===== src/rtl/core/descriptor_best_two_matcher_defines.svh =====
// Assertion macros for the descriptor best-two matcher.
// Used by the top level; the assertions expect signals clk and rst_n in scope.
`ifndef DESCRIPTOR_BEST_TWO_MATCHER_DEFINES_SVH
`define DESCRIPTOR_BEST_TWO_MATCHER_DEFINES_SVH

`ifndef ASSERT_OFF
// Checked outside reset.
`define DBTM_ASSERT(lbl, prop, msg) \
  lbl: assert property (@(posedge clk) disable iff (!rst_n) prop) else $error(msg);
// Checked at every edge, reset included.
`define DBTM_ASSERT_ALWAYS(lbl, prop, msg) \
  lbl: assert property (@(posedge clk) prop) else $error(msg);
`else
`define DBTM_ASSERT(lbl, prop, msg)
`define DBTM_ASSERT_ALWAYS(lbl, prop, msg)
`endif

`endif


===== src/rtl/core/dbtm_pkg.sv =====
// Shared constants, codes and types of the descriptor best-two matcher.
// No dependencies; every module of the block imports this package.
package dbtm_pkg;

  localparam int DESC_BYTES = 32;
  localparam int INDEX_BITS = 16;

  localparam int WORD_W     = 64;
  localparam int NUM_WORDS  = 4;
  localparam int LANE_BYTES = 8;
  localparam int NUM_LANES  = (DESC_BYTES + LANE_BYTES - 1) / LANE_BYTES;
  localparam int PORT_IDX_W = 16;
  localparam int IDX_W      = (INDEX_BITS < PORT_IDX_W) ? INDEX_BITS : PORT_IDX_W;
  // Eight squared byte differences reach 520200 at most.
  localparam int LANE_W     = 20;
  // Thirty-two squared byte differences reach 2080800 at most.
  localparam int DIST_W     = 21;
  localparam int CFG_ADDR_W = 3;
  localparam int CFG_DATA_W = 32;

  localparam logic CMD_START     = 1'b0;
  localparam logic CMD_CANDIDATE = 1'b1;

  localparam logic MODE_HAMMING = 1'b0;
  localparam logic MODE_L2      = 1'b1;

  localparam logic REG_DISTANCE_MODE = 1'b0;

  typedef struct packed {
    logic              cmd;
    logic              last;
    logic [IDX_W-1:0]  idx;
    logic [DIST_W-1:0] distance;
  } dbtm_item_t;

  typedef struct packed {
    logic [PORT_IDX_W-1:0] query_index;
    logic [PORT_IDX_W-1:0] best_index;
    logic [DIST_W-1:0]     best_distance;
    logic [PORT_IDX_W-1:0] second_index;
    logic [DIST_W-1:0]     second_distance;
  } dbtm_result_t;

  // Bytes of a lane that fall inside the descriptor length.
  function automatic logic [LANE_BYTES-1:0] lane_mask(input int lane);
    logic [LANE_BYTES-1:0] m;
    for (int b = 0; b < LANE_BYTES; b++) begin
      m[b] = ((lane * LANE_BYTES + b) < DESC_BYTES);
    end
    return m;
  endfunction

endpackage


===== src/rtl/core/dbtm_merge.sv =====
// Merging stage: adds the lane partials into the full descriptor distance.
// Depends on dbtm_pkg.
module dbtm_merge
  import dbtm_pkg::*;
(
  input  logic [LANE_W-1:0] partial [NUM_LANES],
  output logic [DIST_W-1:0] total
);

  always_comb begin
    total = '0;
    for (int l = 0; l < NUM_LANES; l++) begin
      total = total + DIST_W'(partial[l]);
    end
  end

endmodule


===== config.mk =====
export PLATFORM = sky130hd
export DESIGN_NAME = dbtm_merge
export DESIGN_NICKNAME = d
export VERILOG_FILES = /design/src/rtl/core/descriptor_best_two_matcher_defines.svh /design/src/rtl/core/dbtm_pkg.sv /design/src/rtl/core/dbtm_merge.sv
export SDC_FILE = /design/constraint.sdc
export NUM_CORES = 1
export LEC_CHECK = 0
export ABC_AREA = 1
export BUFFER_PORTS_ARGS = -buffer_cell sky130_fd_sc_hd__buf_2
export CORE_MARGIN = 5
export CORE_UTILIZATION = 50
export DETAILED_ROUTE_END_ITERATION = 10
export PLACE_DENSITY = 0.84
export RECOVER_POWER = 50
export SLEW_MARGIN = 20
export SYNTH_ARGS = -nofsm -noshare
export SYNTH_HDL_FRONTEND = slang
export SYNTH_SLANG_ARGS = --single-unit

===== constraint.sdc =====
create_clock -name vclk -period 4.9
set_input_delay 0.98 -clock vclk [all_inputs]
set_output_delay 0.98 -clock vclk [all_outputs]
set_load 0.005 [all_outputs]

After elaboration in Yosys (flattened, before gate mapping)
Index checks and enable logic that the tools add are counted.
{"block": "word_totals", "ff_bits": 0, "inputBits": 80, "out_inout_bits": 21, "wordCells": 3}
{"block": "classes", "n_addsub": 3}
{"op": "adder 21 x 20 -> 21 bit", "n": 2}
{"op": "adder 20 x 20 -> 21 bit", "n": 1}

Logic depth before layout (Yosys ltp)
{"block": "depth", "ltp_word": 3, "mapped_depth": 15, "ltp_nobuf": 15}

Least setup slack after synthesis
OpenSTA, ideal clock, no wires.
{"block": "synth_path", "kind": "input to output", "from": "input partial[1] (netlist bit)", "to": "output total[17]", "arrival_ps": 3166, "required_time_ps": 3920, "setup_slack_ps": 754, "cell_stages": 12, "path_buffers": 0, "cell_sequence": "fa_1 > fa_1 > ha_1 > fa_1 > nand3_1 > nand3_1 > nand2_1 > nand2_1 > nand2_1 > nand2_1 > nand2_1 > nand2_1"}
{"block": "synth_via", "elab_chain_cells": 1}
{"item": "start: declaration", "line_no": "dbtm_merge.sv:6", "rtl": "input logic [LANE_W-1:0] partial [NUM_LANES],"}
{"item": "adder 21 x 20 -> 21 bit", "line_no": "dbtm_merge.sv:13", "rtl": "total = total + DIST_W'(partial[l]);"}
{"item": "end: declaration", "line_no": "dbtm_merge.sv:7", "rtl": "output logic [DIST_W-1:0] total"}
Every way passes these cells.

Final worst setup path
Same ends and word-level chain as after synthesis.

==> results.md <==
* Largest fanout on the critical path at 4
* Effective utilization at floorplan at 51.0%
* Maximum vdd ir drop at 0.156 mV
* Multiplexer area fraction after synthesis at 0%
* Number of buffers added on ports at 101
* Required time at the endpoint of the critical path at 3.92 ns
* Ratio of total power to cell area at roughly 300 nW/um^2
* Most repeated cell in the gate-level netlist after synthesis: sky130_fd_sc_hd__inv_1
* Worst Setup Slack, final at 0.330 ns
* Rows at 25
* Detailed-route DRC error count at 0
* Number of antenna violations at the first check in global routing at 0
* Multi-input gate area at 1840 sq um
* Worst setup path class: input port to output pin
* Number of setup buffers added after CTS at 0
* CTS resizes at 0
* Hold Path Stages at 3
* Hold endpoint: total[0]
* Post-Synthesis Cells at 373
* Die Y at between 70 and 80 microns
* Global-route total usage across every layer at 16.6%
* Ratio of cells with drive above 1 in the final layout at 22.4%
* Vias in the first global route at 2336
* Count of flip-flops and latches at 0
* Number of cells on the critical path at 14
* Final net count at 616
* Number of diodes added for antenna fixing at 0
* Wire length of the first global-routing pass at 8.99 mm
* Result of the run: complete, no violations
* Aggregate routed wire length at 5.04 mm
* Slowest stage cell, crit path: sky130_fd_sc_hd__fa_1
* Fraction of post-synthesis cell area in the top cell type by area at approximately a third
* Per-cell routed wire length at 9.55 microns
* Ordered list of cells on the worst path: buf_2 -> fa_1 -> fa_1 -> ha_1 -> fa_1 -> nand3_1 -> nand3_1 -> nand2_1 -> nand2_1 -> nand2_1 -> nand2_1 -> nand2_1 -> nand2_1 -> buf_2
* Post-place setup slack at 0.337 ns
* Global route total overflow at 0
* Area share of and/or/nand/nor cells after synthesis at 25.5%
* Combinational family with the most area after synthesis: adder cells
* Final clock period utilization by the worst path at 93.3%
* Number of instances in the placed design at ~530
* Die extent in x at between 70 and 80 microns
* Post-detail-place hpwl at 4.81 mm
* Critical Path Max Stage Delay at ~0.56 ns
* Post-synth top area cell: sky130_fd_sc_hd__fa_1
* Most frequent cells after synthesis: sky130_fd_sc_hd__inv_1, sky130_fd_sc_hd__nand2_1, sky130_fd_sc_hd__fa_1, sky130_fd_sc_hd__ha_1, sky130_fd_sc_hd__nor2_1
* Number of detailed-route iterations in the first pass at 4
* Path class of the lowest-slack min-delay path: input port to output pin
* Critical path arrival at around 3.6 ns
* Boundary Pins at 101
* Setup TNS at 0 ns
* Register Area at 0 sq um
* Peak Freq at 219 MHz
* Share of the yosys chip area belonging to registers at 0%
* Largest net degree at the start of global routing at 7
* Worst Path Buf+Inv at 2
* Post-DRT Antenna Nets at 0
* Drt via density at ~4.5
* Net count after synthesis at approximately 500
* Growth of design area from synthesis to finish at 23.0%
* Final setup violating endpoints at 0
* Parity-gate share of the synthesized area counting xor and xnor cells at 3.66%
* Ys Warns at 0
* Endpoint type of the worst setup path: output pin
* Mapped cell area at 2390 sq um
* Hold bufs inserted after CTS at 0
* Cell family contributing the most delay on the critical path: adder cells
* Post-synthesis compound-gate area fraction at 4.55%
* Slew Limit Fails at 0
* Hold violation count in the final report at 0
* Leakage at 0.00199 uW
* Worst slew margin relative to its limit at 83.6%
* Final worst path period need at 4.57 ns
* Top area cells in the synthesized netlist: sky130_fd_sc_hd__fa_1, sky130_fd_sc_hd__inv_1, sky130_fd_sc_hd__nand2_1, sky130_fd_sc_hd__ha_1, sky130_fd_sc_hd__xor2_1
* Clock buffer count at 0
* Count of cell types in the netlist at 21
* Vias at 2355
* Measured slew at the worst slew-check pin at 0.244 ns
* Max-cap violation count at 0
* Detailed Route Iter0 Violations at 58
* Setup repair after global routing missed its margin: no
* Number of fill cells at 436
* Core Area at 4690 sq um
* CP Launch Type: input port
* Fin cells at 528
* Min-Delay Startpoint: partial[60]
* DIE AREA at around 6300 sq um
* Mean Syn Cell Area at between 6 and 7 sq um
* Cell seen most often among critical-path stages: sky130_fd_sc_hd__nand2_1
* Adder-cell share of the synthesized area at 44.0%
* Final weighted congestion in routability-driven placement at 0.897
## how the worst max path moves through the flow
stage / start / to / slack [ns]
CTS: partial[1] / total[17] / 0.33
floorplan: partial[1] / total[17] / 0.75
global route: partial[1] / total[17] / 0.18
global placement: partial[1] / total[17] / 0.39
finish: partial[1] / total[17] / 0.33
detailed placement: partial[1] / total[17] / 0.34
## through the flow
| stage | area [sq um] | hold WS, ns | total power [uW] | utilization [%] |
|---|---|---|---|---|
| global placement | 2960 | 2.25 | 884 | 63.2 |
| finish | 2940 | 2.25 | 884 | 62.7 |
| global route | 2940 | 2.26 | 1030 | 62.7 |
| CTS | 2960 | 2.25 | 909 | 63.2 |
| detailed placement | 2960 | 2.25 | 904 | 63.2 |
| floorplan | 2390 | 2.08 | 619 | - |
## per-layer routing
layer  GRT usage [%]  wire length [microns]  up-vias
met5               0                      0        -
met1            20.3                   2110     1025
li1                -                      -     1248
met4               0                      0        0
met2            32.7                   2480       82
met3            1.93                    442        0
## cell families after synthesis
kind of cell | after synthesis
compound gates | 20
xor+xnor | 10
fa+ha+maj | 60
buf+inv | 142
simple gates | 141
## worst min-delay path, stage by stage
cell and delay, ns:
sky130_fd_sc_hd__buf_2 0.08, sky130_fd_sc_hd__ha_1 0.11, sky130_fd_sc_hd__buf_2 0.10
## final cells by class
cell class                 instances  share of cell area [%]
inverter                         142                    18.1
timing repair buffer             101                    16.9
tap                               54                    2.30
multi-input combinational        231                    62.7
## power by group
group / leakage [uW] / internal, uW / switching [uW] / total, uW
Clock: 0 / 0 / 0 / 0
Combinational: 0.00199 / 365 / 519 / 884
Sequential: 0 / 0 / 0 / 0
Total: 0.00199 / 365 / 519 / 884
## layout by cell type (no fill, tap or decap)
cell and count:
sky130_fd_sc_hd__nand3_1 17, sky130_fd_sc_hd__nor3_1 3, sky130_fd_sc_hd__nor2_1 17, sky130_fd_sc_hd__xnor2_1 1, sky130_fd_sc_hd__nand3b_1 1, sky130_fd_sc_hd__and2_4 1, sky130_fd_sc_hd__inv_2 1, sky130_fd_sc_hd__inv_1 141
sky130_fd_sc_hd__fa_1 40, sky130_fd_sc_hd__nand4_1 1, sky130_fd_sc_hd__nand2_2 5, sky130_fd_sc_hd__and2_1 1, sky130_fd_sc_hd__nand3_2 2, sky130_fd_sc_hd__buf_2 94, sky130_fd_sc_hd__ha_1 20, sky130_fd_sc_hd__nor2_2 3
sky130_fd_sc_hd__nand2_1 90, sky130_fd_sc_hd__clkbuf_1 7, sky130_fd_sc_hd__o21bai_1 2, sky130_fd_sc_hd__xor2_1 9, sky130_fd_sc_hd__o21ai_0 3, sky130_fd_sc_hd__a21oi_1 15
Power figures use the tool's default switching activity.
