[src/rtl/core/descriptor_best_two_matcher_defines.svh]
// Assertion macros for the descriptor best-two matcher.
// Used by the top level; the assertions expect signals clk and rst_n in scope.
`ifndef DESCRIPTOR_BEST_TWO_MATCHER_DEFINES_SVH
`define DESCRIPTOR_BEST_TWO_MATCHER_DEFINES_SVH

`ifndef ASSERT_OFF
// Checked outside reset.
`define DBTM_ASSERT(lbl, prop, msg) \
  lbl: assert property (@(posedge clk) disable iff (!rst_n) prop) else $error(msg);
// Checked at every edge, reset included.
`define DBTM_ASSERT_ALWAYS(lbl, prop, msg) \
  lbl: assert property (@(posedge clk) prop) else $error(msg);
`else
`define DBTM_ASSERT(lbl, prop, msg)
`define DBTM_ASSERT_ALWAYS(lbl, prop, msg)
`endif

`endif

[src/rtl/core/dbtm_pkg.sv]
// Shared constants, codes and types of the descriptor best-two matcher.
// No dependencies; every module of the block imports this package.
package dbtm_pkg;

  localparam int DESC_BYTES = 32;
  localparam int INDEX_BITS = 16;

  localparam int WORD_W     = 64;
  localparam int NUM_WORDS  = 4;
  localparam int LANE_BYTES = 8;
  localparam int NUM_LANES  = (DESC_BYTES + LANE_BYTES - 1) / LANE_BYTES;
  localparam int PORT_IDX_W = 16;
  localparam int IDX_W      = (INDEX_BITS < PORT_IDX_W) ? INDEX_BITS : PORT_IDX_W;
  // Eight squared byte differences reach 520200 at most.
  localparam int LANE_W     = 20;
  // Thirty-two squared byte differences reach 2080800 at most.
  localparam int DIST_W     = 21;
  localparam int CFG_ADDR_W = 3;
  localparam int CFG_DATA_W = 32;

  localparam logic CMD_START     = 1'b0;
  localparam logic CMD_CANDIDATE = 1'b1;

  localparam logic MODE_HAMMING = 1'b0;
  localparam logic MODE_L2      = 1'b1;

  localparam logic REG_DISTANCE_MODE = 1'b0;

  typedef struct packed {
    logic              cmd;
    logic              last;
    logic [IDX_W-1:0]  idx;
    logic [DIST_W-1:0] distance;
  } dbtm_item_t;

  typedef struct packed {
    logic [PORT_IDX_W-1:0] query_index;
    logic [PORT_IDX_W-1:0] best_index;
    logic [DIST_W-1:0]     best_distance;
    logic [PORT_IDX_W-1:0] second_index;
    logic [DIST_W-1:0]     second_distance;
  } dbtm_result_t;

  // Bytes of a lane that fall inside the descriptor length.
  function automatic logic [LANE_BYTES-1:0] lane_mask(input int lane);
    logic [LANE_BYTES-1:0] m;
    for (int b = 0; b < LANE_BYTES; b++) begin
      m[b] = ((lane * LANE_BYTES + b) < DESC_BYTES);
    end
    return m;
  endfunction

endpackage

[src/rtl/core/dbtm_lane.sv]
// One distance lane: Hamming or squared L2 partial over eight descriptor bytes.
// Depends on dbtm_pkg.
module dbtm_lane
  import dbtm_pkg::*;
(
  input  logic                  mode,
  input  logic [WORD_W-1:0]     query_word,
  input  logic [WORD_W-1:0]     cand_word,
  input  logic [LANE_BYTES-1:0] byte_mask,
  output logic [LANE_W-1:0]     partial
);

  localparam int HAM_W = 7;

  logic [7:0]        q_b;
  logic [7:0]        c_b;
  logic [7:0]        x_b;
  logic [7:0]        d_b;
  logic [15:0]       sq_b;
  logic [3:0]        pop_b;
  logic [LANE_W-1:0] sq_sum;
  logic [HAM_W-1:0]  ham_sum;

  always_comb begin
    q_b     = '0;
    c_b     = '0;
    x_b     = '0;
    d_b     = '0;
    sq_b    = '0;
    pop_b   = '0;
    sq_sum  = '0;
    ham_sum = '0;
    for (int b = 0; b < LANE_BYTES; b++) begin
      q_b  = query_word[8*b +: 8];
      c_b  = cand_word[8*b +: 8];
      x_b  = q_b ^ c_b;
      d_b  = (q_b > c_b) ? (q_b - c_b) : (c_b - q_b);
      sq_b = 16'(d_b) * 16'(d_b);
      pop_b = '0;
      for (int k = 0; k < 8; k++) begin
        pop_b = pop_b + 4'(x_b[k]);
      end
      if (byte_mask[b]) begin
        sq_sum  = sq_sum + LANE_W'(sq_b);
        ham_sum = ham_sum + HAM_W'(pop_b);
      end
    end
    partial = (mode == MODE_L2) ? sq_sum : LANE_W'(ham_sum);
  end

endmodule

[config.mk]
export PLATFORM = sky130hd
export DESIGN_NAME = dbtm_lane
export DESIGN_NICKNAME = d
export VERILOG_FILES = /design/src/rtl/core/descriptor_best_two_matcher_defines.svh /design/src/rtl/core/dbtm_pkg.sv /design/src/rtl/core/dbtm_lane.sv
export SDC_FILE = /design/constraint.sdc
export NUM_CORES = 1
export LEC_CHECK = 0
export ABC_AREA = 1
export BUFFER_PORTS_ARGS = -buffer_cell sky130_fd_sc_hd__buf_2
export CORE_MARGIN = 2
export CORE_UTILIZATION = 25
export DETAILED_ROUTE_END_ITERATION = 6
export GPL_TIMING_DRIVEN = 0
export SETUP_SLACK_MARGIN = 0.1
export SYNTH_ARGS = -nofsm -noshare
export SYNTH_HDL_FRONTEND = slang
export SYNTH_SLANG_ARGS = --single-unit
[constraint.sdc]
create_clock -name vclk -period 70.4
set_clock_uncertainty 0.1 [all_clocks]
set_input_delay 14.08 -clock vclk [all_inputs]
set_output_delay 14.08 -clock vclk [all_outputs]
set_load 0.005 [all_outputs]
# After elaboration in Yosys (flattened, before gate mapping)
# Index checks and enable logic that the tools add are counted.
# word_totals
mem_count	0
out_inout_bits	20
latch_bits	0
ram_bits	0
mem_bits_ro	0
wordCells	135
regBits	0
input_bits	137
# classes
bitwise_logic	8
n_lt_le_gt_ge	8
mul	8
shift	0
div	0
mux	25
add_sub_neg	86
reduce_logical	0
eq_ne	0
# ops
operator	n
20-bit two-way mux	8
20-bit by 16-bit adder with 20-bit output	7
4-bit by 1-bit adder with 4-bit output	32
8-bit by 8-bit multiplier with 16-bit output	8
8-bit subtractor	16
8-bit > comparator	8
8-bit two-way mux	8
8-bit XOR	8
7-bit by 4-bit adder with 7-bit output	7
7-bit two-way mux	7
3-bit by 1-bit adder with 4-bit output	8
2-bit by 1-bit adder with 3-bit output	8
1-bit by 1-bit adder with 2-bit output	8
16-bit two-way mux	1
4-bit two-way mux	1

# Logic depth before layout (Yosys ltp)
# logic_depth
ltp_word	24
depth_mapped	122
depth_no_buf	122

# Least setup slack after synthesis
# OpenSTA, ideal clock, no wires.
# synth_path
kind	input to output
startpoint	in query_word[0]
endpoint	out partial[16]
slack_ns	17.752
required_time_ns	56.220
path_buffers	0
arrival_time_ns	38.468
path_stages	111
cell_sequence	inv_1 -> ha_1 -> inv_1 -> fa_1 -> nand3_1 -> nand3_1 -> nand2_1 -> nand2_1 -> nand2_4 -> nand3_1 -> o21ai_0 -> xor2_1 -> nor2_1 -> a21oi_1 -> ha_1 -> a21oi_1 -> fa_1 -> inv_1 -> [... 75 more ...] -> nand3_1 -> and2_1 -> fa_1 -> inv_1 -> fa_1 -> fa_1 -> fa_1 -> ha_1 -> a21oi_1 -> o21a_1 -> nor4_1 -> a311oi_1 -> o21ai_0 -> xor2_1 -> o21ai_0 -> inv_1 -> nand2_1 -> inv_1
# synth_between
elab_chain_cells	19
word_cells_on_any_way	21
classes_between	add/sub: 9; mul: 1; order compare: 1; mux: 10
# synth_lines
item	line_no	rtl
start, declared	dbtm_lane.sv:7	input logic [WORD_W-1:0] query_word,
8-bit subtractor or 8-bit > comparator (tied branches)	dbtm_lane.sv:37	d_b = (q_b > c_b) ? (q_b - c_b) : (c_b - q_b);
8-bit two-way mux (*)	dbtm_lane.sv:37	
8-bit by 8-bit multiplier with 16-bit output (*)	dbtm_lane.sv:38	sq_b = 16'(d_b) * 16'(d_b);
16-bit two-way mux (*)	dbtm_lane.sv:43	if (byte_mask[b]) begin
20-bit by 16-bit adder with 20-bit output	dbtm_lane.sv:44	sq_sum = sq_sum + LANE_W'(sq_b);
20-bit two-way mux (*)	dbtm_lane.sv:43	
20-bit by 16-bit adder with 20-bit output	dbtm_lane.sv:44	
20-bit two-way mux (*)	dbtm_lane.sv:43	
[... 3 more ...]	--	
20-bit two-way mux (*)	dbtm_lane.sv:43	
20-bit by 16-bit adder with 20-bit output	dbtm_lane.sv:44	
20-bit two-way mux (*)	dbtm_lane.sv:43	
20-bit by 16-bit adder with 20-bit output	dbtm_lane.sv:44	
20-bit two-way mux (*)	dbtm_lane.sv:43	
20-bit by 16-bit adder with 20-bit output	dbtm_lane.sv:44	
20-bit two-way mux (*)	dbtm_lane.sv:43	
20-bit two-way mux (*)	dbtm_lane.sv:48	partial = (mode == MODE_L2) ? sq_sum : LANE_W'(ham_sum);
end, declared	dbtm_lane.sv:10	output logic [LANE_W-1:0] partial
# Mark *: on every way between the ends. The rest lies on a longest branch, timed or not.

# Worst setup path after layout
# layout_path
startpoint	in query_word[0]
endpoint	out partial[19]
# Same word-level chain as after synthesis.

==> flow_summary.ini <==
[clock_network]
cts-resized-gates = 0
cts_hold_repair.buffers = 0
post-cts-setup-buffer-count = 0

[timing]
timing_worst_slew_pin_value_ps = 1034
setup_viol = 0
fin_crit_sh = 0.7914
max_freq_mhz = 17.95
grt_setup_unrepaired = no
maxSlewViolCount = 0
finalHoldViolCount = 0
totalNegativeSetupSlack_ps = 0
min_period_ps = 55720
max-slew-margin-rel = 0.3084

[global_routing]
grt_remaining_overflow = 0
grt_pass1_vias = 23837
initial_antenna_violation_count = 15
grt_first_pass_wirelength_mm = 117.6
largest_net_degree_at_the_start_of_global_routing = 11
track_usage = 0.1264

[route]
num_vias = 23567
initialDrtViolationCount = 1062
drt-total-wl_mm = 69.52
antenna_left = 0
avgViaCountPerCell = 4.400
post_route_drc = 0
drt_pass1_iterations = 5
post_drt_wl_per_cell_um = 12.98

[critical_path]
critPathTopFamily = adder cells
worst-endpoint-required_ps = 56220
path_buf_inv = 32
timing.critical_path.fanout_max = 10
critical_path.slowest_cell = sky130_fd_sc_hd__xor2_1
timing.critical_path.from_type = primary input
worst_endpoint_data_arrival_time_ps = 41540
critical-path-max-stage-delay_ps = 640
worstSetupEndpointType = output pin
criticalPathCategory = in2out

[cells_and_area]
drive_gt1_frac = 0.08249
n_sequential_cell = 0
final_net_count = 4922
clkbuf_count = 0
layout.area.seq_um2 = 0
post_route_standard_cell_area_excluding_fillers_mm2 = 0.02959
layout-area-overhead-vs-synth_pct = 9.304

[logic_synthesis]
synth.lib_cells_used.distinct = 62
net_count_after_synthesis = 4768
mappedNetlistArea_mm2 = 0.02707
ys_warn_count = 0
sequential_element_share_of_the_synthesized_area = 0
syn_area_per_cell_um2 = 7.124
synthesis.instances = 3800

[floorplan]
dieArea_mm2 = 0.1109
io_pins = 157
num_rows = 120
initial_core_utilization = 0.2525
total_core_area_mm2 = 0.1072
die_y_um = 333.1
die_width_um = 333.1

[placement]
io_buffers = 152
finalWeightedCongestion = 0.9008
dp.final_hpwl_mm = 63.50
dpl_cell_area_mm2 = 0.02959

[flow_run]
cap_viol_max_count = 0

[outcome]
outcome = completed

[min_path]
min_path_type = in2out
per-stage QoR:
| step | hold WS [ps] | setup slack, ps | cells | util |
|---|---|---|---|---|
| CTS | 28570 | 14720 | 5355 | 0.2760 |
| detailed placement | 28560 | 14770 | 5355 | 0.2760 |
| finish | 28550 | 14680 | 5356 | 0.2760 |
| global route | 28590 | 13100 | 5356 | 0.2760 |
| floorplan | 28220 | 17750 | 3800 | - |
| global placement | 28560 | 14970 | 5355 | 0.2760 |
tightest hold or removal path: cells and delay by family:
family,cells,cell delay (ps)
buffers and inverters,2,270
AOI/OAI and AO/OA,2,160
and+or+nand+nor,1,60
metal layers:
metal  track usage  routed length [um]  vias to the layer above
met2        0.2206               32510                      364
met5             0                  98                        -
li1              -                   -                    12030
met3      0.008547                2154                       95
met4       0.03543                2508                       18
met1        0.1674               32250                    11060
kinds of logic (layout without fill, tap and decap cells):
| kind of cell | count (synthesis) | count (layout) | synth area share |
|---|---|---|---|
| other | 0 | 1 | 0 |
| XOR/XNOR | 171 | 171 | 0.06074 |
| adder cells (fa/ha/maj) | 831 | 831 | 0.4812 |
| multiplexers | 14 | 14 | 0.005639 |
| buffers and inverters | 1012 | 1164 | 0.1457 |
| AO/OA/AOI/OAI | 521 | 521 | 0.1101 |
| AND/OR/NAND/NOR | 1251 | 1251 | 0.1967 |
cells in the final DEF (no fill, tap or decap), types with 9 or more instances in the layout:
master                     netlist  routed
sky130_fd_sc_hd__inv_1         930     930
sky130_fd_sc_hd__nand2_1       609     609
sky130_fd_sc_hd__ha_1          481     481
sky130_fd_sc_hd__fa_1          350     350
sky130_fd_sc_hd__nor2_1        330     330
sky130_fd_sc_hd__a21oi_1       229     229
sky130_fd_sc_hd__nand3_1       166     166
sky130_fd_sc_hd__buf_2          13     165
sky130_fd_sc_hd__o21ai_0       126     126
sky130_fd_sc_hd__xor2_1        106     106
sky130_fd_sc_hd__o21ai_1        50      50
sky130_fd_sc_hd__xnor2_1        47      47
sky130_fd_sc_hd__or2_2          33      33
sky130_fd_sc_hd__nor3_1         27      27
sky130_fd_sc_hd__clkbuf_1       21      21
sky130_fd_sc_hd__a21o_1         17      17
sky130_fd_sc_hd__xor2_2         17      17
sky130_fd_sc_hd__and2_1         17      17
sky130_fd_sc_hd__inv_2          16      16
sky130_fd_sc_hd__buf_4          15      15
sky130_fd_sc_hd__o21ai_2        14      14
sky130_fd_sc_hd__nand4_1        14      14
sky130_fd_sc_hd__mux2i_1        13      13
sky130_fd_sc_hd__a31oi_1        12      12
sky130_fd_sc_hd__nand3_2        10      10
sky130_fd_sc_hd__a211oi_1       10      10
sky130_fd_sc_hd__nand2_2        10      10
sky130_fd_sc_hd__nand3b_1       10      10
sky130_fd_sc_hd__nor2_2          9       9
worst paths after layout:
path                       from     endpoint  slack (ps)  depth (start not counted)
setup / recovery  query_word[0]  partial[19]       14680                        118
hold / removal     byte_mask[7]   partial[4]       28550                          5
cell type report:
type | count | area [um^2]
buffer | 63 | 381.6
tap | 1403 | 1755
multi-input combinational | 2788 | 23130
antenna | 1 | 2.502
inverter | 949 | 3562
fill | 11836 | 77610
timing repair buffer | 152 | 760.7
cell usage after synthesis, types with 4 or more instances:
library cell	number	area, um^2
sky130_fd_sc_hd__o31ai_1	4	30.03
sky130_fd_sc_hd__o211ai_1	7	52.55
sky130_fd_sc_hd__mux2i_1	13	130.1
sky130_fd_sc_hd__o21ai_1	50	250.2
sky130_fd_sc_hd__nand3_1	166	830.8
sky130_fd_sc_hd__nand4_1	14	87.58
sky130_fd_sc_hd__buf_6	8	90.09
sky130_fd_sc_hd__a21oi_1	229	1146
sky130_fd_sc_hd__buf_2	13	65.06
sky130_fd_sc_hd__o21bai_1	6	45.04
sky130_fd_sc_hd__a21oi_2	4	35.03
sky130_fd_sc_hd__clkbuf_1	21	78.83
sky130_fd_sc_hd__and2_1	17	106.4
sky130_fd_sc_hd__o21ai_0	126	630.6
sky130_fd_sc_hd__xor2_1	106	928.4
sky130_fd_sc_hd__or2_1	4	25.02
sky130_fd_sc_hd__inv_2	16	60.06
sky130_fd_sc_hd__ha_1	481	6018
sky130_fd_sc_hd__xnor2_1	47	411.6
sky130_fd_sc_hd__o22ai_1	5	31.28
sky130_fd_sc_hd__o221ai_1	8	70.07
sky130_fd_sc_hd__or2_2	33	206.5
sky130_fd_sc_hd__a21boi_0	6	45.04
sky130_fd_sc_hd__xor2_2	17	276.5
sky130_fd_sc_hd__buf_4	15	112.6
sky130_fd_sc_hd__nand2_1	609	2286
sky130_fd_sc_hd__nor2_1	330	1239
sky130_fd_sc_hd__nor3_2	4	40.04
sky130_fd_sc_hd__nand2_2	10	62.56
sky130_fd_sc_hd__o21ai_2	14	122.6
sky130_fd_sc_hd__o2111ai_1	4	35.03
sky130_fd_sc_hd__a211oi_1	10	75.07
sky130_fd_sc_hd__fa_1	350	7007
sky130_fd_sc_hd__nand3b_1	10	75.07
sky130_fd_sc_hd__inv_1	930	3491
sky130_fd_sc_hd__a21o_1	17	127.6
sky130_fd_sc_hd__nor3_1	27	135.1
sky130_fd_sc_hd__a31oi_1	12	75.07
sky130_fd_sc_hd__nand3_2	10	100.1
sky130_fd_sc_hd__nor2_2	9	56.30
Power is not shown: default switching activity piles up to over one toggle a cycle in this logic, so the estimate is an artifact.
