<file path="config.mk">
export PLATFORM = sky130hd
export DESIGN_NAME = dbtm_tracker
export DESIGN_NICKNAME = d
export VERILOG_FILES = /design/src/rtl/core/descriptor_best_two_matcher_defines.svh /design/src/rtl/core/dbtm_pkg.sv /design/src/rtl/core/dbtm_tracker.sv
export SDC_FILE = /design/constraint.sdc
export NUM_CORES = 1
export LEC_CHECK = 0
export BUFFER_PORTS_ARGS = -buffer_cell sky130_fd_sc_hd__buf_2
export CORE_MARGIN = 10
export CORE_UTILIZATION = 30
export CTS_CLUSTER_DIAMETER = 150
export DETAILED_ROUTE_END_ITERATION = 8
export GPL_TIMING_DRIVEN = 0
export PLACE_DENSITY = 0.44
export SYNTH_ARGS = -nofsm -noshare
export SYNTH_HDL_FRONTEND = slang
export SYNTH_SLANG_ARGS = --single-unit
</file>
<file path="constraint.sdc">
create_clock -name clk -period 5.5 [get_ports clk]
set_input_delay 0.275 -clock clk [delete_from_list [all_inputs] [get_ports clk]]
set_output_delay 0.275 -clock clk [all_outputs]
set_load 0.02 [all_outputs]
</file>
<file path="src/rtl/core/descriptor_best_two_matcher_defines.svh">
// Assertion macros for the descriptor best-two matcher.
// Used by the top level; the assertions expect signals clk and rst_n in scope.
`ifndef DESCRIPTOR_BEST_TWO_MATCHER_DEFINES_SVH
`define DESCRIPTOR_BEST_TWO_MATCHER_DEFINES_SVH

`ifndef ASSERT_OFF
// Checked outside reset.
`define DBTM_ASSERT(lbl, prop, msg) \
  lbl: assert property (@(posedge clk) disable iff (!rst_n) prop) else $error(msg);
// Checked at every edge, reset included.
`define DBTM_ASSERT_ALWAYS(lbl, prop, msg) \
  lbl: assert property (@(posedge clk) prop) else $error(msg);
`else
`define DBTM_ASSERT(lbl, prop, msg)
`define DBTM_ASSERT_ALWAYS(lbl, prop, msg)
`endif

`endif

</file>
<file path="src/rtl/core/dbtm_pkg.sv">
// Shared constants, codes and types of the descriptor best-two matcher.
// No dependencies; every module of the block imports this package.
package dbtm_pkg;

  localparam int DESC_BYTES = 32;
  localparam int INDEX_BITS = 16;

  localparam int WORD_W     = 64;
  localparam int NUM_WORDS  = 4;
  localparam int LANE_BYTES = 8;
  localparam int NUM_LANES  = (DESC_BYTES + LANE_BYTES - 1) / LANE_BYTES;
  localparam int PORT_IDX_W = 16;
  localparam int IDX_W      = (INDEX_BITS < PORT_IDX_W) ? INDEX_BITS : PORT_IDX_W;
  // Eight squared byte differences reach 520200 at most.
  localparam int LANE_W     = 20;
  // Thirty-two squared byte differences reach 2080800 at most.
  localparam int DIST_W     = 21;
  localparam int CFG_ADDR_W = 3;
  localparam int CFG_DATA_W = 32;

  localparam logic CMD_START     = 1'b0;
  localparam logic CMD_CANDIDATE = 1'b1;

  localparam logic MODE_HAMMING = 1'b0;
  localparam logic MODE_L2      = 1'b1;

  localparam logic REG_DISTANCE_MODE = 1'b0;

  typedef struct packed {
    logic              cmd;
    logic              last;
    logic [IDX_W-1:0]  idx;
    logic [DIST_W-1:0] distance;
  } dbtm_item_t;

  typedef struct packed {
    logic [PORT_IDX_W-1:0] query_index;
    logic [PORT_IDX_W-1:0] best_index;
    logic [DIST_W-1:0]     best_distance;
    logic [PORT_IDX_W-1:0] second_index;
    logic [DIST_W-1:0]     second_distance;
  } dbtm_result_t;

  // Bytes of a lane that fall inside the descriptor length.
  function automatic logic [LANE_BYTES-1:0] lane_mask(input int lane);
    logic [LANE_BYTES-1:0] m;
    for (int b = 0; b < LANE_BYTES; b++) begin
      m[b] = ((lane * LANE_BYTES + b) < DESC_BYTES);
    end
    return m;
  endfunction

endpackage

</file>
<file path="src/rtl/core/dbtm_tracker.sv">
// Best-two tracker: keeps the two nearest candidates of a run and holds the
// result word until it is taken. Depends on dbtm_pkg.
module dbtm_tracker
  import dbtm_pkg::*;
(
  input  logic         clk,
  input  logic         rst_n,
  input  dbtm_item_t   item,
  input  logic         item_valid,
  output logic         item_take,
  input  logic         out_ready,
  output logic         out_valid,
  output dbtm_result_t result
);

  logic [1:0]        count_r, count_nxt;
  logic [IDX_W-1:0]  cur_query_r, cur_query_nxt;
  logic [DIST_W-1:0] first_dist_r, first_dist_nxt;
  logic [IDX_W-1:0]  first_idx_r, first_idx_nxt;
  logic [DIST_W-1:0] runner_dist_r, runner_dist_nxt;
  logic [IDX_W-1:0]  runner_idx_r, runner_idx_nxt;
  logic              out_valid_r, out_valid_nxt;
  dbtm_result_t      result_r, result_nxt;
  logic              emit;

  // A last candidate emits only when the run already holds at least one candidate.
  assign emit      = (item.cmd == CMD_CANDIDATE) && item.last && (count_r != 2'd0);
  assign item_take = item_valid && (!emit || !out_valid_r || out_ready);

  always_comb begin
    count_nxt       = count_r;
    cur_query_nxt   = cur_query_r;
    first_dist_nxt  = first_dist_r;
    first_idx_nxt   = first_idx_r;
    runner_dist_nxt = runner_dist_r;
    runner_idx_nxt  = runner_idx_r;
    if (item.cmd == CMD_START) begin
      cur_query_nxt = item.idx;
      count_nxt     = 2'd0;
    end else begin
      case (count_r)
        2'd0: begin
          first_dist_nxt = item.distance;
          first_idx_nxt  = item.idx;
          count_nxt      = 2'd1;
        end
        2'd1: begin
          // On a tie the newer candidate takes the best place.
          if (first_dist_r < item.distance) begin
            runner_dist_nxt = item.distance;
            runner_idx_nxt  = item.idx;
          end else begin
            runner_dist_nxt = first_dist_r;
            runner_idx_nxt  = first_idx_r;
            first_dist_nxt  = item.distance;
            first_idx_nxt   = item.idx;
          end
          count_nxt = 2'd2;
        end
        default: begin
          if (item.distance < first_dist_r) begin
            runner_dist_nxt = first_dist_r;
            runner_idx_nxt  = first_idx_r;
            first_dist_nxt  = item.distance;
            first_idx_nxt   = item.idx;
          end else if (item.distance < runner_dist_r) begin
            runner_dist_nxt = item.distance;
            runner_idx_nxt  = item.idx;
          end
          count_nxt = 2'd2;
        end
      endcase
      if (item.last) begin
        count_nxt = 2'd0;
      end
    end

    result_nxt = '{query_index:     PORT_IDX_W'(cur_query_r),
                   best_index:      PORT_IDX_W'(first_idx_nxt),
                   best_distance:   first_dist_nxt,
                   second_index:    PORT_IDX_W'(runner_idx_nxt),
                   second_distance: runner_dist_nxt};

    if (item_take && emit) begin
      out_valid_nxt = 1'b1;
    end else if (out_ready) begin
      out_valid_nxt = 1'b0;
    end else begin
      out_valid_nxt = out_valid_r;
    end
  end

  always_ff @(posedge clk) begin
    if (!rst_n) begin
      count_r       <= 2'd0;
      cur_query_r   <= '0;
      first_dist_r  <= '0;
      first_idx_r   <= '0;
      runner_dist_r <= '0;
      runner_idx_r  <= '0;
      out_valid_r   <= 1'b0;
    end else begin
      if (item_take) begin
        count_r       <= count_nxt;
        cur_query_r   <= cur_query_nxt;
        first_dist_r  <= first_dist_nxt;
        first_idx_r   <= first_idx_nxt;
        runner_dist_r <= runner_dist_nxt;
        runner_idx_r  <= runner_idx_nxt;
      end
      out_valid_r <= out_valid_nxt;
    end
  end

  always_ff @(posedge clk) begin
    if (item_take && emit) begin
      result_r <= result_nxt;
    end
  end

  assign out_valid = out_valid_r;
  assign result    = result_r;

endmodule

</file>
==> After elaboration in Yosys (flattened, before gate mapping) <==
Index checks and enable logic that the tools add are counted.
{ "totals": {"register_bits": 183, "in_bits": 43, "out_inout_bits": 92} }
{ "classes": {"mux": 23, "n_lt_le_gt_ge": 3, "reduce_logical": 12, "n_eq_ne": 1, "bitwise_logic": 1} }
{ "op_table": {"columns": ["cell", "n"], "rows": [
  ["21-bit 2-to-1 mux", 7],
  ["16-bit 2-to-1 mux", 7],
  ["21-bit one-hot mux with 2 select lines", 2],
  ["16-bit one-hot mux with 2 select lines", 2],
  ["21-bit < comparator", 3],
  ["2-bit 2-to-1 mux", 3],
  ["1-bit logical AND", 4],
  ["2-bit nonzero test", 2],
  ["2-bit by 1-bit equality test with 1-bit output (second input constant)", 1],
  ["1-bit zero test", 2],
  ["2-bit zero test", 1],
  ["1-bit logical OR", 2],
  ["1-bit 2-to-1 mux", 2],
  ["2-bit AND reduction", 1],
  ["1-bit inverter", 1]
]} }

==> Logic depth before layout (Yosys ltp) <==
Gate-level depths: netlist (run 1).
{ "depth": {"depth_word": 8, "ltp_mapped": 12} }

==> Worst setup path after synthesis (run 1) <==
Ideal clock, no wire load.
{ "synth_timing": {"path_kind": "register to register", "start": "register count_r[1]", "end": "register result_r (netlist bit result[0]), enable pin", "path_slack_ns": 2.029, "period_less_slack_ns": 3.471, "arrival_ns": 3.011, "required_time_ns": 5.040, "path_stages_with_launch": 6, "path_buffers": 1, "cell_sequence": "dfxtp_1 > buf_2 > o21ai_2 > o21ai_2 > nor2_1 > and2_1"} }
{ "synth_between": {"elab_chain_len": 7} }
{ "synth_lines": {"columns": ["item", "line", "text"], "rows": [
  ["start, declared", "dbtm_tracker.sv:16", "logic [1:0] count_r, count_nxt;"],
  ["start signal, assigned", "dbtm_tracker.sv:104", "count_r <= count_nxt;"],
  ["2-bit nonzero test *", "dbtm_tracker.sv:27", "assign emit = (item.cmd == CMD_CANDIDATE) && item.last && (count_r != 2'd0);"],
  ["1-bit logical AND *", "dbtm_tracker.sv:27", null],
  ["1-bit zero test", "dbtm_tracker.sv:28", "assign item_take = item_valid && (!emit || !out_valid_r || out_ready);"],
  ["1-bit logical OR (2 in a row)", "dbtm_tracker.sv:28", null],
  ["1-bit logical AND", "dbtm_tracker.sv:28", null],
  ["1-bit logical AND *", "dbtm_tracker.sv:116", "if (item_take && emit) begin"],
  ["end signal, assigned", "dbtm_tracker.sv:117", "result_r <= result_nxt;"],
  ["end, declared", "dbtm_tracker.sv:23", "dbtm_result_t result_r, result_nxt;"]
]} }
Every way passes the cells marked *; elsewhere a longest branch is shown, timed or not.
A chain may end at the register's enable or synchronous reset.

==> Final worst setup path (run 1) <==
{ "layout_timing": {"start": "register first_dist_r[19]", "end": "register result_r (netlist bit result[49]) (data pin)"} }
{ "layout_between": {"elab_chain_len": 4, "elab_cells_between_ends": 6, "cone_classes": "order compare (2); mux (4)"} }
{ "layout_lines": {"columns": ["item", "line", "text"], "rows": [
  ["start, declared", "dbtm_tracker.sv:18", "logic [DIST_W-1:0] first_dist_r, first_dist_nxt;"],
  ["start signal, assigned", "dbtm_tracker.sv:106", "first_dist_r <= first_dist_nxt;"],
  ["21-bit < comparator (on tied branches)", "dbtm_tracker.sv:61, dbtm_tracker.sv:49", null],
  ["21-bit 2-to-1 mux (on tied branches)", "dbtm_tracker.sv:61, dbtm_tracker.sv:49", null],
  ["21-bit one-hot mux with 2 select lines *", "dbtm_tracker.sv:41", "case (count_r)"],
  ["21-bit 2-to-1 mux *", "dbtm_tracker.sv:37", "if (item.cmd == CMD_START) begin"],
  ["net first_dist_nxt[12]", "dbtm_tracker.sv:18", null]
]} }
The timed path passes the listed nets; every way through them passes the cells marked *.

==> results of run 1 <==
logic make-up after synthesis:
| kind of cell | count (synthesis) | share of synthesized area, % |
|---|---|---|
| buffers and inverters | 155 | 6.28 |
| AO/OA/AOI/OAI | 397 | 24.7 |
| AND/OR/NAND/NOR | 432 | 19.2 |
| multiplexers | 18 | 1.89 |
| adder cells (fa/ha/maj) | 41 | 4.84 |
| flip-flops | 183 | 43.1 |
registers in the layout (all words and copies together) (netlist names):
| name | cells |
|---|---|
| first_dist_r | 21 |
| runner_dist_r | 21 |
| runner_idx_r | 16 |
| cur_query_r | 16 |
| result | 90 |
| count_r | 2 |
| first_idx_r | 16 |
| out_valid | 1 |
cell usage in the layout, fill, tap and decap left out, types with 5 or more instances in the layout:
master / count
inv_1: 45
nand4_1: 79
a21oi_1: 55
a21boi_0: 17
a31o_2: 34
nor2_1: 27
o21ai_1: 14
or2_2: 16
a31oi_1: 19
clkbuf_1: 60
nor2b_1: 6
a21o_1: 24
clkbuf_16: 17
and2_1: 7
ha_1: 41
nand2_1: 222
nand3_1: 56
buf_1: 5
a221o_1: 19
o22ai_1: 35
dfxtp_1: 93
mux2_2: 16
o211ai_1: 54
buf_2: 170
o21ai_0: 103
edfxtp_1: 90
metrics by stage:
| step | setup WS [ns] | hold slack [ns] | utilization (%) | instances | total power [mW] |
|---|---|---|---|---|---|
| floorplan | 2.03 | 0.408 | - | 1226 | 1.86 |
| global placement | 0.611 | 0.416 | 34.1 | 1814 | 2.07 |
| detailed placement | 1.62 | 0.420 | 34.2 | 1815 | 2.08 |
| CTS | 1.65 | 0.125 | 35.9 | 1847 | 3.39 |
| global route | 1.41 | 0.133 | 35.9 | 1847 | 3.51 |
| finish | 1.72 | 0.138 | 35.9 | 1847 | 3.36 |
power groups by stage:
stage                     Clock [mW]  Combinational (mW)  Sequential [mW]
final                           1.31               0.549             1.51
after global routing            1.39               0.603             1.51
after CTS                       1.34               0.541             1.51
after detailed placement           0               0.538             1.54
after global placement             0               0.533             1.54
after floorplan                    0               0.336             1.52
metal layers:
| layer | GRT usage (%) | wire (um) |
|---|---|---|
| met2 | 28.9 | 18600 |
| met5 | 0 | 12 |
| met3 | 3.40 | 2700 |
| met1 | 26.6 | 20100 |
| met4 | 5.80 | 943 |
layout make-up:
cell class                 instances  share of cell area (%)
multi-input combinational        888                    43.1
sequential                       183                    36.6
timing repair buffer             134                    5.56
tap                              455                    4.56
buffer                           109                    3.95
clock buffer                      17                    3.41
clock inverter                    15                    1.44
inverter                          46                    1.38
worst reg2reg max path: cells and delay by family, from the launching register on:
kind	cells	cell delay [ns]
simple gates	3	1.19
fa+ha+maj	1	0.33
flops	1	0.43
buf+inv	2	0.68
compound gates	3	0.85
how the worst max path moves through the flow:
stage,endpoint,slack (ns)
finish,result[49],1.72
global route,result[53],1.41
CTS,result[49],1.65
detailed placement,result[49],1.62
global placement,result[51],0.61
floorplan,result[0],2.03
==> results.ini, run 1 <==
[synth]
synth_fp_nets = 1310
ys.flop_type = dfxtp_1
yosys_warnings = 0
ys_ff_latch = 183
yosysMostFrequentCell = nand2_1
seq_area_frac_synth_pct = 43.1
synth_cell_types = 55
ys_top_cells_by_count = nand2_1 (222), o21ai_0 (103), dfxtp_1 (93)
netlist.area_leader.share_pct = 25.5
synth-async-reset-ratio_pct = 0
synth_edf_count = 90
synth_area_per_cell_um2 = 8.65
synthCells = 1226
synthTopCellsByArea = edfxtp_1 (25%), dfxtp_1 (18%), nand2_1 (7.9%)
synth_area_um2 = 10600
yosysTopAreaCell = edfxtp_1

[clock_tree]
clk_pin_slew_ns = 0.08
worstSkewPairLatency_ns = 0.46
hold_buffers = 0
cts_inserted_buffers = 17
clockRootBuffer = clkbuf_16
cts-htree-levels = 4
cts-resized-gates = 0
cts_sinks = 183
cts_setup_buffers = 0
cts_tree = done
cts_buffer_depth = 2

[placement]
postPlaceCellArea_um2 = 11900
gp_congestion = 0.886
dp_hpwl_um = 29600
numPortBuffers = 133

[flow_run]
maxCapViolations = 0

[floorplanning]
io_pins = 135
chipWidth_um = 208
fp.coreArea_um2 = 34700
die_y_um = 208
start_util_pct = 30.5
rows = 68
dieArea_um2 = 43200

[global_route]
grt_max_degree = 52
grt_pass1_wl_um = 64400
grt_pass1_vias = 10100
grt_overflow = 0
antenna_found_initial = 2
grt_usage_pct = 19.0

[setup_path]
slowest_stage = nor4_2
path_common_cell = nand4_2
crit_family = simple AND/OR/NAND/NOR gates
critPathMaxFanout = 10
critPathArrivalTime_ns = 3.95
r2r_start = first_dist_r[19]
worst-setup-path-type = register to register
critPathBufInv = 2
r2r_setup_slack_ns = 1.72
r2r_cells = 9
slowest_delay_ns = 0.62
crit_path_cell_trace = inv_1, ha_1, nand4_2, nor4_2, nand4_2, a21o_1, a21oi_4, clkbuf_1, o21ai_0
end_kind = register
critPathLaunch = first_dist_r[19]
r2r-end = result[49]
start_kind = register
cp.depth = 9
worstPathRequired_ns = 5.67

[power]
intPower_mw = 2.29
p_per_area_nw_per_um2 = 270
switchingPower_mw = 1.07
power_frac_comb_pct = 16.3
switching_share_pct = 31.9
share_seq_of_total_power_pct = 44.8
power_leakage_nw = 4.67
p_clk_share_pct = 38.9
irDropWorstVdd_uv = 228

[routing]
wl_per_cell_um = 23.0
routed_wl_um = 42400
vias = 10400
ant_nets = 0
drc = 0
first_pass_iters = 6
viasPerCell = 5.61
drt_iter0_markers = 1023

[sta]
finalSetupViolations = 0
maxSlewViolCount = 0
rsz0062_at_grt = false
setup_tns_ns = 0
tightest_slew_ns = 0.839
finalCritPeriodShare_pct = 68.7
relSlewSlack_pct = 43.8
period_minus_slack_ns = 3.78
skew_ns = 0.0198
max_freq_mhz = 265
hold_violations = 0

[finish]
n_fill_cell = 3661
area_growth_syn_to_layout_pct = 17.7
stdcell_area_um2 = 12500
antenna_cells = 0
drive_above_1_share_pct = 20.8
final-seq-area_um2 = 4560
nets = 1463
multi_input_area_um2 = 5380

[status]
status = complete, no violations

[worst_hold_path]
min_to = first_dist_r[18]
hp-class = input port to register
hold_depth = 3
min-delay-start = item[18]

(Power assumes the default switching activity.)
==> inputs of run 2 (changes only) <==
ABC_AREA = 1   (was default)
PLACE_DENSITY = 0.43   (was 0.44)
clock period = 3.5 ns   (was 5.5 ns; I/O delays follow)
==> results.ini, run 2 <==
[status]
status = complete, no violations

[global_route]
grt_pass1_vias = 12500  ; +24%
grt_usage_pct = 20.5  ; +1.5 points
grt_pass1_wl_um = 75600  ; +18%
grt_max_degree = 74  ; +42%
grt_overflow = 0  ; unchanged
antenna_found_initial = 0  ; -2

[flow_run]
maxCapViolations = 0  ; unchanged

[synth]
synthTopCellsByArea = edfxtp_1 (22%), dfxtp_1 (15%), nand2_1 (14%)
synth_fp_nets = 1839  ; +40%
ys.flop_type = dfxtp_1
netlist.area_leader.share_pct = 22.4  ; -3.1 points
synth_cell_types = 33  ; -40%
ys_ff_latch = 183  ; unchanged
seq_area_frac_synth_pct = 37.9  ; -5.2 points
synthCells = 1755  ; +43%
yosysTopAreaCell = edfxtp_1
yosys_warnings = 0  ; unchanged
synth-async-reset-ratio_pct = 0  ; unchanged
yosysMostFrequentCell = nand2_1
ys_top_cells_by_count = nand2_1 (434), nand3_1 (309), inv_1 (222)
synth_area_per_cell_um2 = 6.87  ; -21%
synth_area_um2 = 12100  ; +14%
synth_edf_count = 90  ; unchanged

[power]
irDropWorstVdd_uv = 387  ; +70%
share_seq_of_total_power_pct = 40.3  ; -4.5 points
p_clk_share_pct = 33.7  ; -5.2 points
power_frac_comb_pct = 26.0  ; +9.7 points
p_per_area_nw_per_um2 = 426  ; +58%
switching_share_pct = 35.0  ; +3.1 points
switchingPower_mw = 2.09  ; +95%
power_leakage_nw = 6.56  ; +41%
intPower_mw = 3.88  ; +69%

[sta]
tightest_slew_ns = 0.974  ; +0.135 ns
maxSlewViolCount = 0  ; unchanged
max_freq_mhz = 342  ; +29%
hold_violations = 0  ; unchanged
finalSetupViolations = 0  ; unchanged
relSlewSlack_pct = 34.8  ; -8.9 points
skew_ns = 0.0225  ; +0.00274 ns
finalCritPeriodShare_pct = 83.4  ; +15 points
setup_tns_ns = 0  ; unchanged
rsz0062_at_grt = false
period_minus_slack_ns = 2.92  ; -0.857 ns

[clock_tree]
cts-htree-levels = 4  ; unchanged
hold_buffers = 4  ; +4
cts_setup_buffers = 0  ; unchanged
cts_inserted_buffers = 17  ; unchanged
cts_tree = done
clk_pin_slew_ns = 0.08  ; about the same
clockRootBuffer = clkbuf_16
worstSkewPairLatency_ns = 0.49  ; +0.03 ns
cts_sinks = 183  ; unchanged
cts-resized-gates = 0  ; unchanged
cts_buffer_depth = 2  ; unchanged

[floorplanning]
io_pins = 135  ; unchanged
rows = 73  ; +7.4%
start_util_pct = 30.3  ; -0.19 points
fp.coreArea_um2 = 39700  ; +14%
dieArea_um2 = 48600  ; +12%
chipWidth_um = 220  ; +6.0%
die_y_um = 220  ; +6.0%

[setup_path]
slowest_delay_ns = 0.38  ; -0.24 ns
critPathBufInv = 4  ; +2
crit_family = simple AND/OR/NAND/NOR gates
critPathMaxFanout = 10  ; unchanged
critPathArrivalTime_ns = 3.15  ; -0.80 ns
slowest_stage = dfxtp_1
end_kind = register
worst-setup-path-type = register to register
start_kind = register
worstPathRequired_ns = 3.73  ; -1.94 ns
path_common_cell = nand2_1
crit_path_cell_trace = inv_1, ha_1, nand2_1, nor2_1, nand2_1, inv_1, nand4_2, nand2_4, buf_2, nand2_1, nand3_1, nand3_1, nand2_1, inv_1

[finish]
final_cell_mix = nand2_1 (434), nand3_1 (309), inv_1 (221), buf_2 (191), a21oi_1 (174)
antenna_cells = 0  ; unchanged
finalCoreUtilization_pct = 35.3  ; -0.62 points
mostFrequentLayoutCell = nand2_1
largest_reg_flops = 90  ; unchanged
nets = 1997  ; +37%
drive_above_1_share_pct = 13.8  ; -7.0 points
area_growth_syn_to_layout_pct = 16.4

[placement]
numPortBuffers = 134  ; +0.75%
gp_congestion = 0.881  ; -0.55%
dp_hpwl_um = 36400  ; +23%

[routing]
drt_iter0_markers = 1009  ; -1.4%
wl_met1_um = 22500  ; +12%
wl_met2_um = 23200  ; +25%
ant_nets = 0  ; unchanged
dr_wl_met3_um = 3040  ; +13%
first_pass_iters = 7  ; +1
routed_wl_um = 50000  ; +18%
viasPerCell = 5.20  ; -7.3%
vias = 12700  ; +23%
highest_layer = met4
wl_per_cell_um = 20.4  ; -11%
drc = 0  ; unchanged

[worst_hold_path]
hp-class = input port to register

run 2: cell families (layout without fill, tap and decap cells):
kind of cell	count (synthesis)	count (layout)	share of synthesized area (%)
AO/OA/AOI/OAI	259	259	11.0
adder cells (fa/ha/maj)	41	41	4.26
buffers and inverters	370	540	12.4
flip-flops	183	183	37.9
AND/OR/NAND/NOR	902	902	34.5
run 2: through the flow:
stage | hold WS (ns) | setup slack (ns) | power, mW | cell area, um2 | std cells
2_1_floorplan | 0.340 | 0.237 | 3.47 | 12100 | 1755
5_1_grt | 0.0289 | 0.306 | 6.30 | 14000 | 2450
3_5_place_dp | 0.416 | 0.630 | 3.99 | 13400 | 2415
4_1_cts | 0.000693 | 0.608 | 6.01 | 14000 | 2450
6_report | 0.0320 | 0.580 | 5.97 | 14000 | 2450
3_3_place_gp | 0.418 | -1.17 | 3.97 | 13400 | 2414
run 2: area by class of cell:
class,count,area (um2)
well taps,525,657
multi-input cells,1202,5990
fillers,4382,25700
flip-flops and latches,183,4560
plain buffers,138,627
repair buffers,139,738
clock buffers,17,425
clock inverters,14,151
inverters,232,873
run 2: final timing paths:
path | start | end | slack (ns) | depth (start not counted)
worst max-delay path | first_dist_r[20] | result[60] | 0.58 | 14
worst min-delay path | item[31] | cur_query_r[10] | 0.03 | 3
worst max register to register | first_dist_r[20] | result[60] | 0.58 | 14
worst min register to register | cur_query_r[11] | result[85] | 0.43 | 0
run 2: layer usage:
metal / up-vias / track usage, %
met3: 69 / 3.48
met4: 0 / 6.69
met1: 6048 / 27.2
met5: - / 0
met2: 427 / 33.2
li1: 6193 / -
run 2: power groups by stage:
stage	logic, mW	registers, mW	clock network (mW)
after floorplan	1.02	2.45	0
after global placement	1.52	2.46	0
after detailed placement	1.53	2.45	0
after CTS	1.54	2.41	2.07
after global routing	1.74	2.42	2.15
final	1.55	2.41	2.01
run 2: worst reg2reg max path, stage by stage, from the launching register on:
cell and delay (ns):
dfxtp_1 0.38, inv_1 0.12, ha_1 0.31, nand2_1 0.07, nor2_1 0.14, nand2_1 0.12
inv_1 0.11, nand4_2 0.35, nand2_4 0.30, buf_2 0.29, nand2_1 0.08, nand3_1 0.07
nand3_1 0.10, nand2_1 0.15, inv_1 0.07
